### config.mk
export PLATFORM = sky130hd
export DESIGN_NAME = tbc_queue
export DESIGN_NICKNAME = d
export VERILOG_FILES = /design/src/tbc_pkg.sv /design/src/tbc_queue.sv
export SDC_FILE = /design/constraint.sdc
export NUM_CORES = 1
export LEC_CHECK = 0
export BUFFER_PORTS_ARGS = -buffer_cell sky130_fd_sc_hd__buf_2
export CAP_MARGIN = 20
export CORE_UTILIZATION = 42
export CTS_BUF_LIST = sky130_fd_sc_hd__clkbuf_2 sky130_fd_sc_hd__clkbuf_4 sky130_fd_sc_hd__clkbuf_8
export CTS_CLUSTER_SIZE = 12
export DETAILED_ROUTE_END_ITERATION = 12
export GPL_TIMING_DRIVEN = 0
export PLACE_DENSITY_LB_ADDON = 0.05
export SLEW_MARGIN = 20
export SYNTH_ARGS = -nofsm -noshare
export SYNTH_HDL_FRONTEND = slang
export SYNTH_SLANG_ARGS = --single-unit
export TNS_END_PERCENT = 50
### constraint.sdc
create_clock -name clock -period 16.7 [get_ports clock]
set_clock_uncertainty 0.1 [all_clocks]
set_input_delay 2.505 -clock clock [delete_from_list [all_inputs] [get_ports clock]]
set_output_delay 2.505 -clock clock [all_outputs]
set_load 0.05 [all_outputs]
### src/tbc_pkg.sv
`timescale 1ns / 1ps
// ----------------------------------------------------------------------------
// Triangle barycentric coordinates: shared package
// Widths, register indexes, axis codes and the item type that the front part
// hands to the back part through the queue.
// ----------------------------------------------------------------------------
package tbc_pkg;

   localparam int FRAC_BITS_DEFAULT = 16;
   localparam int COORD_W           = 32;
   localparam int DIFF_W            = 33;
   localparam int PROD_W            = 66;
   localparam int SUM_W             = 67;
   localparam int MAG_W             = 66;
   localparam int AXIS_W            = 2;
   localparam int CSR_IDX_W         = 1;
   localparam int QUEUE_DEPTH       = 4;

   typedef enum logic [AXIS_W-1:0] {
      AXIS_X     = 2'd0,
      AXIS_Y     = 2'd1,
      AXIS_Z     = 2'd2,
      AXIS_Z_ALT = 2'd3
   } axis_code_type;

   typedef enum logic [CSR_IDX_W-1:0] {
      CSR_AXIS_FIRST  = 1'b0,
      CSR_AXIS_SECOND = 1'b1
   } csr_index_type;

   typedef struct packed {
      logic [AXIS_W-1:0] first;
      logic [AXIS_W-1:0] second;
   } axis_sel_type;

   typedef struct packed {
      logic signed [SUM_W-1:0] det;
      logic signed [SUM_W-1:0] n1;
      logic signed [SUM_W-1:0] n2;
   } solve_item_type;

endpackage

### src/tbc_queue.sv
`timescale 1ns / 1ps
// ----------------------------------------------------------------------------
// Triangle barycentric coordinates: decoupling queue
// A short first-in first-out queue between the front and the back part.
// ----------------------------------------------------------------------------
module tbc_queue import tbc_pkg::*; (
   input  logic           clock,
   input  logic           reset,
   input  logic           in_valid,
   output logic           in_stall,
   input  solve_item_type in_item,
   output logic           out_valid,
   input  logic           out_stall,
   output solve_item_type out_item
);

   localparam int ADDR_W = $clog2(QUEUE_DEPTH);

   solve_item_type    mem [0:QUEUE_DEPTH-1];
   logic [ADDR_W-1:0] wr_ptr_ff, rd_ptr_ff;
   logic [ADDR_W:0]   count_ff;
   logic              push, pop;

   assign in_stall  = (count_ff == (ADDR_W+1)'(QUEUE_DEPTH));
   assign out_valid = (count_ff != '0);
   assign push      = in_valid && !in_stall;
   assign pop       = out_valid && !out_stall;
   assign out_item  = mem[rd_ptr_ff];

   always_ff @(posedge clock) begin
      if (reset) begin
         wr_ptr_ff <= '0;
         rd_ptr_ff <= '0;
         count_ff  <= '0;
      end else begin
         if (push) begin
            wr_ptr_ff <= wr_ptr_ff + ADDR_W'(1);
         end
         if (pop) begin
            rd_ptr_ff <= rd_ptr_ff + ADDR_W'(1);
         end
         if (push && !pop) begin
            count_ff <= count_ff + (ADDR_W+1)'(1);
         end else if (pop && !push) begin
            count_ff <= count_ff - (ADDR_W+1)'(1);
         end
      end
   end

   always_ff @(posedge clock) begin
      if (push) begin
         mem[wr_ptr_ff] <= in_item;
      end
   end

endmodule

# Yosys cells after proc, flatten, opt, wreduce, memory -nomap -nowiden
# Memories as Yosys holds them, arrays and structs flattened. A register that Yosys moved wholly into a read port is not among the register bits.
# Cells that the tools add are included.
# totals
regBits	7
ram_bits	804
in_bits	205
out_inout_bits	203
elab_cells	25
n_memories	1
# mem_list
memory	depth	width	read_ports	rd_ports_with_merged_regs	write_ports	line	text
mem	4	201	1	1	1	tbc_queue.sv:19	solve_item_type mem [0:QUEUE_DEPTH-1];
# op_classes
addsub	4
eq_ne	1
n_mux	6
reduce_logical	10
# ops
cell	count
$mux W3	2
$add A2 B1 Y2 const B	2
$logic_and A1 B1 Y1	4
$logic_not A1 Y1	4
$mux W2	2
$add A3 B1 Y3 const B	1
$eq A3 B3 Y1 const B	1
$reduce_bool A3 Y1	1
$sub A3 B1 Y3 const B	1
$mux W1	2
$reduce_bool A2 Y1	1

# Longest topological paths before layout
# Gate-level depths: netlist of the first run.
# logic_depth
word_depth	7
depth_mapped	8
depth_no_buf	8

# Least setup slack after synthesis of the first run
# No wires, ideal clock.
# synth_timing
kind	input to register
start	input in_valid
end	memory mem[0][0] (netlist name) (enable)
setup_ns	0.586
arrival_time_ns	7.420
t_required_ns	16.014
path_slack_ns	8.594
path_stages	3
n_path_buf	0
cell_sequence	inv_1 > nor2_1 > and2_1
# synth_between
elab_chain_cells	3
# synth_lines
item	line	text
start: declaration	tbc_queue.sv:9	input logic in_valid,
$logic_and A1 B1 Y1	tbc_queue.sv:26	assign push = in_valid && !in_stall;
via push	tbc_queue.sv:22	logic push, pop;
$mux W1	tbc_queue.sv:51	if (push) begin
$mux W1 (not written as such)	tbc_queue.sv:52	mem[wr_ptr_ff] <= in_item;
end: declaration	tbc_queue.sv:19	
# The timed path passes the listed nets, and every way through them passes these cells.

==> flow_summary.toml, run 1 <==
[run_status]
status = "finished clean"

[clock_tree]
cts_tree = "yes"
holdBufCountCts = 0
clk_pin_slew_worst_paths_ps = 50
cts_root_buffer = "clkbuf_8"
htree_levels = 4
clk_latency_ps = 730
clockBufferDepth = 3
cts.repair.resized = 0
cts_num_sinks = 813
cts_setup_buffers = 0
cts_made_buffers = 138

[placed_design]
dpl-instance-area_sq_um = 33420
port_buffers = 406
pre_cts_ws_ps = 11730
gp_congestion = 0.6976
dp_hpwl_mm = 39.67

[layout]
final_nets = 1880
final_area_sq_um = 36060
final_cell_mix = "edfxtp_1 (804), buf_2 (425), mux4_2 (201)"
drive_gt1_share_pct = 50.03
final_common_cell = "edfxtp_1"
syn_to_final_growth_pct = 21.50

[grt]
met3_usage_pct = 6.836
grt_antenna_before_repair = 19
grt_pass1_wl_mm = 90.32
grt_start_max_net_pins = 44
overflow = 0
grt_util_met2_pct = 28.64
busiest_layer = "met2"
use_met1_pct = 20.80
grt_usage_pct = 17.46
grt_pass1_vias = 14514

[synth]
ys_seq_area_share_pct = 81.95
ys.flop_type = "edfxtp_1"
synth_nets = 1312
syn_inst = 1101
syn_area_sq_um = 29680
ys_seq_elements = 813
synth_cell_types = 22
synth_edf_count = 804
syn_area_per_cell_sq_um = 26.96
ys_warn_count = 0
synthArstFlopShare_pct = 0

[power_and_ir_drop]
swShare_pct = 33.57
clkPwrFrac_pct = 28.7
p_comb_share_pct = 29.1
p_seq_share_pct = 42.2
ir_worst_vdd_uv = 81.53
switching_power_mw = 1.980
power.internal_mw = 3.917
power.density_nw_per_um2 = 163.5
leakagePower_nw = 12.12

[die]
dieArea_sq_um = 71740
boundaryPins = 408
die_height_um = 267.8
core_sq_um = 70030
rows = 97
start_util_pct = 42.39
fp.dieW_um = 267.8

[timing]
max_freq_mhz = 185.6
rsz0062_at_grt = "false"
slew_headroom_pct = 41.36
fin_crit_ps = 5388
finalSetupViolations = 0
finalCritPeriodShare_pct = 32.26
drv_slew = 0
worst_pin_slew_ps = 879.7
hold_viol_final = 0
setup_tns_ps = 0
setup_ws_ps = 11310

[route]
first_pass_iters = 5
vias = 13670
wl_mm = 61.89
ant_nets = 0
drc = 0
first_iter_violations = 661
wire_per_inst_um = 22.79
viasPerCell = 5.033

[critical_path]
required_ps = 14100
cp-start-kind = "flop"
worstSetupPathType = "flop to output pin"
cp-end-kind = "output pin"
arrival_ps = 2780
critPathMaxFanout = 10

[min_path]
hold_class = "flop to flop"

[run]
maxCapViolCount = 0
==> critical path, cell delays in order (launching register included) <==
cell and delay (ps):
dfxtp_1 340, clkbuf_1 670, buf_2 430, mux4_2 370, buf_2 230
==> path summary, 6_finish.rpt <==
path / startpoint / end / slack, ps / depth (start not counted)
min: rd_ptr_ff[1]$_SDFFE_PP0P_ / flop / 390 / 2
max reg2reg: count_ff[0]$_SDFFE_PP0P_ / mem[0][173]$_DFFE_PP_ / 13930 / 6
max: flop / out_item[108] / 11310 / 4
min reg2reg: rd_ptr_ff[1]$_SDFFE_PP0P_ / flop / 390 / 2
==> flip-flops by register name, indices dropped and copies added, names as in the netlist, named ones only <==
signal     flops
wr_ptr_ff      2
mem          804
count_ff       3
rd_ptr_ff      2
==> cell type report <==
class,count,area (sq um)
Timing Repair Buffer,428,2547
Multi-Input combinational cell,237,4801
Buffer,46,549.3
Clock buffer,186,2285
Antenna cell,5,12.51
Clock inverter,56,350.3
Inverter,5,18.77
Fill cell,5657,33970
Sequential cell,813,24320
Tap cell,940,1176
==> stage by stage <==
stage | hold WS [ps] | total power [mW] | cells | utilization [%]
after floorplan | 359.1 | 3.860 | 1101 | -
after global placement | 392.4 | 4.319 | 2447 | 46.97
after detailed placement | 393.9 | 4.285 | 2469 | 47.72
after CTS | 403.2 | 5.999 | 2711 | 51.48
after global routing | 456.5 | 6.145 | 2713 | 51.49
final | 394.5 | 5.897 | 2716 | 51.50
==> cell families after synthesis <==
group                      after synthesis  synth area share (%)
AOI/OAI and AO/OA                        9                0.1517
xor gates and xnor gates                 2               0.05903
adders and majority gates                6                0.2782
buffers and inverters                   51                 1.914
DFF                                    813                 81.95
muxes                                  203                 15.32
and+or+nand+nor                         17                0.3330
==> power by group through the flow <==
stage / registers, mW / logic [mW] / clock network [mW]
3_3_place_gp: 2.60 / 1.72 / 0
4_1_cts: 2.49 / 1.76 / 1.75
6_report: 2.49 / 1.72 / 1.69
2_1_floorplan: 2.56 / 1.30 / 0
3_5_place_dp: 2.53 / 1.75 / 0
5_1_grt: 2.50 / 1.81 / 1.84
==> cell usage after synthesis, types with 2 or more instances <==
master / instances / share of area [%]
dfxtp_1: 9 / 0.61
mux4_2: 201 / 15
nand2b_1: 3 / 0.063
or3_1: 4 / 0.084
xor2_1: 2 / 0.059
edfxtp_1: 804 / 81
buf_2: 19 / 0.32
o21ai_0: 4 / 0.067
a21oi_1: 5 / 0.084
inv_1: 5 / 0.063
clkbuf_1: 4 / 0.051
buf_12: 21 / 1.4
mux2i_1: 2 / 0.067
and2_1: 4 / 0.084
ha_1: 5 / 0.21
nor2_1: 3 / 0.038
==> metal layers <==
metal / routed length [um] / up-vias / part of all wire, %
met2: 31370 / 390 / 51
met5: 192 / - / 0.31
met4: 1326 / 28 / 2.1
li1: - / 5974 / -
met1: 23820 / 7137 / 38
met3: 5175 / 141 / 8.4
No activity file was read; power rests on OpenSTA's default activity.
==> run 2, diff against run 1 <==
--- a/config.mk
+++ b/config.mk
@@ -5,6 +5,7 @@
 export SDC_FILE = /design/constraint.sdc
 export NUM_CORES = 1
 export LEC_CHECK = 0
+export ABC_AREA = 1
 export BUFFER_PORTS_ARGS = -buffer_cell sky130_fd_sc_hd__buf_2
 export CAP_MARGIN = 20
 export CORE_UTILIZATION = 42
==> constraint.sdc (replaced) <==
create_clock -name clock -period 5.4 [get_ports clock]
set_clock_uncertainty 0.1 [all_clocks]
set_input_delay 0.81 -clock clock [delete_from_list [all_inputs] [get_ports clock]]
set_output_delay 0.81 -clock clock [all_outputs]
set_load 0.05 [all_outputs]
==> run 2 against run 1 <==
Worst hold slack got worse by 240 ps; wire length rose by 35%; total power rose to 3.4 times the previous value; synthesized area rose by 1.7%; global-route usage rose by 5.2 points; non-clock buffer count rose by 114; sequential share of layout area fell by 2.3 points; combinational power rose to 3.9 times the previous value; critical path type unchanged.
==> flow_summary.toml, run 2 <==
[run_status]
status = "finished clean"

[critical_path]
required_ps = 4490
arrival_ps = 2640
cp-start-kind = "flop"
worstSetupPathType = "flop to output pin"
critPathMaxFanout = 10
cp-end-kind = "output pin"

[clock_tree]
cts_tree = "yes"
cts.repair.resized = 0
clk_latency_ps = 750
cts_made_buffers = 141
clk_pin_slew_worst_paths_ps = 50
clockBufferDepth = 3
cts_setup_buffers = 0
htree_levels = 4
cts_num_sinks = 813
cts_root_buffer = "clkbuf_8"
holdBufCountCts = 0

[timing]
hold_viol_final = 0
fin_crit_ps = 3548
finalSetupViolations = 0
max_freq_mhz = 281.9
setup_tns_ps = 0
slew_headroom_pct = 47.96
worst_pin_slew_ps = 778.7
setup_ws_ps = 1852
rsz0062_at_grt = "false"
holdWs_ps = 159.0
drv_slew = 0
finalCritPeriodShare_pct = 65.70

[synth]
ys_seq_area_share_pct = 80.55
synth_cell_types = 21
syn_area_sq_um = 30200
ys_warn_count = 0
synthArstFlopShare_pct = 0
yosysMostFrequentCell = "edfxtp_1"
ys.flop_type = "edfxtp_1"
synth_area_leader_cell = "edfxtp_1"
synthTopCellsByCount = "edfxtp_1 (804), nor2_1 (411), o21ai_0 (363), o22ai_1 (201), buf_2 (61)"
synth_nets = 2224
ys_seq_elements = 813
synth_top_cell_area_share_pct = 79.96
syn_inst = 2013
synth_edf_count = 804
synthTopCellsByArea = "edfxtp_1 (80%), o21ai_0 (6.0%), nor2_1 (5.1%)"
syn_area_per_cell_sq_um = 15.00

[grt]
busiest_layer = "met2"
grt_pass1_vias = 19122
overflow = 0
use_met1_pct = 28.93
grt_util_met2_pct = 36.38
met3_usage_pct = 6.739
grt_usage_pct = 22.62
grt_antenna_before_repair = 26
grt_start_max_net_pins = 23
grt_pass1_wl_mm = 122.1

[placed_design]
pre_cts_ws_ps = 2008
port_buffers = 407
gp_congestion = 0.7665
dpl-instance-area_sq_um = 34650
dp_hpwl_mm = 53.66

[die]
die_height_um = 270.1
dieArea_sq_um = 72970
start_util_pct = 42.75
boundaryPins = 408
fp.dieW_um = 270.1
rows = 97
core_sq_um = 70640

[layout]
largest_reg_flops = 804
largest_registers = "mem (804), count_ff (3)"
seqCellArea_sq_um = 24320
drive_gt1_share_pct = 28.84
syn_to_final_growth_pct = 23.66
final_area_sq_um = 37340
n_fill_cell = 6014
final_nets = 2822
largest-register = "mem"
multi_input_area_sq_um = 5050
final_cell_mix = "edfxtp_1 (804), buf_2 (468), nor2_1 (407)"
final_common_cell = "edfxtp_1"

[power_and_ir_drop]
power.density_nw_per_um2 = 531.0
leakagePower_nw = 13.25
ir_worst_vdd_uv = 278.5
power_mw = 19.83

[route]
first_pass_iters = 5
viasPerCell = 5.225
first_iter_violations = 1301
drc = 0
vias = 19096
wl_mm = 83.31
wire_per_inst_um = 22.79
ant_nets = 0

[min_path]
hold_class = "input port to flop"

[run]
maxCapViolCount = 0
[run 2: layer usage]
layer | routed length, um | share of wire [%] | vias to the layer above
met2 | 40490 | 49 | 556
met5 | 183 | 0.22 | -
li1 | - | - | 8871
met3 | 5909 | 7.1 | 181
met4 | 2196 | 2.6 | 30
met1 | 34530 | 41 | 9458
[run 2: final cells by class]
cell class              instances  share of cell area (%)
repair buffers                455                   8.692
flip-flops and latches        813                   65.14
inverters                      20                  0.2078
plain buffers                 133                   2.074
clock buffers                 190                   6.266
clock inverters                47                  0.8779
well taps                     940                   3.150
multi-input cells            1047                   13.52
diodes                         10                 0.06702
[run 2: power breakdown]
part,switching (mW),internal [mW],total [mW]
logic,5.17,1.54,6.71
registers,0.125,7.65,7.78
clock network,2.40,2.94,5.34
total,7.69,12.1,19.8
[run 2: worst paths after layout]
path                                to  slack [ps]  cells past startpoint                       from
min reg2reg  rd_ptr_ff[0]$_SDFFE_PP0P_         410                      2  rd_ptr_ff[0]$_SDFFE_PP0P_
max reg2reg       mem[1][54]$_DFFE_PP_        2250                     10   count_ff[0]$_SDFFE_PP0P_
min              mem[2][141]$_DFFE_PP_         160                      1               in_item[141]
max                      out_item[154]        1850                      6                       flop
[run 2: critical path, stage by stage (launching register included)]
cell and delay, ps:
dfxtp_1 340, inv_2 80, buf_4 230, clkbuf_1 500, o21ai_0 170, o22ai_1 180, buf_2 370
[run 2: through the flow]
stage,utilization [%],instances
2_1_floorplan,-,2013
3_3_place_gp,47.31,3360
3_5_place_dp,49.05,3408
4_1_cts,52.83,3645
5_1_grt,52.86,3653
6_report,52.86,3655
[run 2: logic make-up (layout without fill, tap and decap cells)]
kind of cell | count (synthesis) | after routing | share of synthesized area (%)
buf+inv | 153 | 845 | 2.822
compound gates | 612 | 612 | 10.98
simple gates | 429 | 429 | 5.374
flops | 813 | 813 | 80.55
other cells | 0 | 10 | 0
fa+ha+maj | 6 | 6 | 0.2735
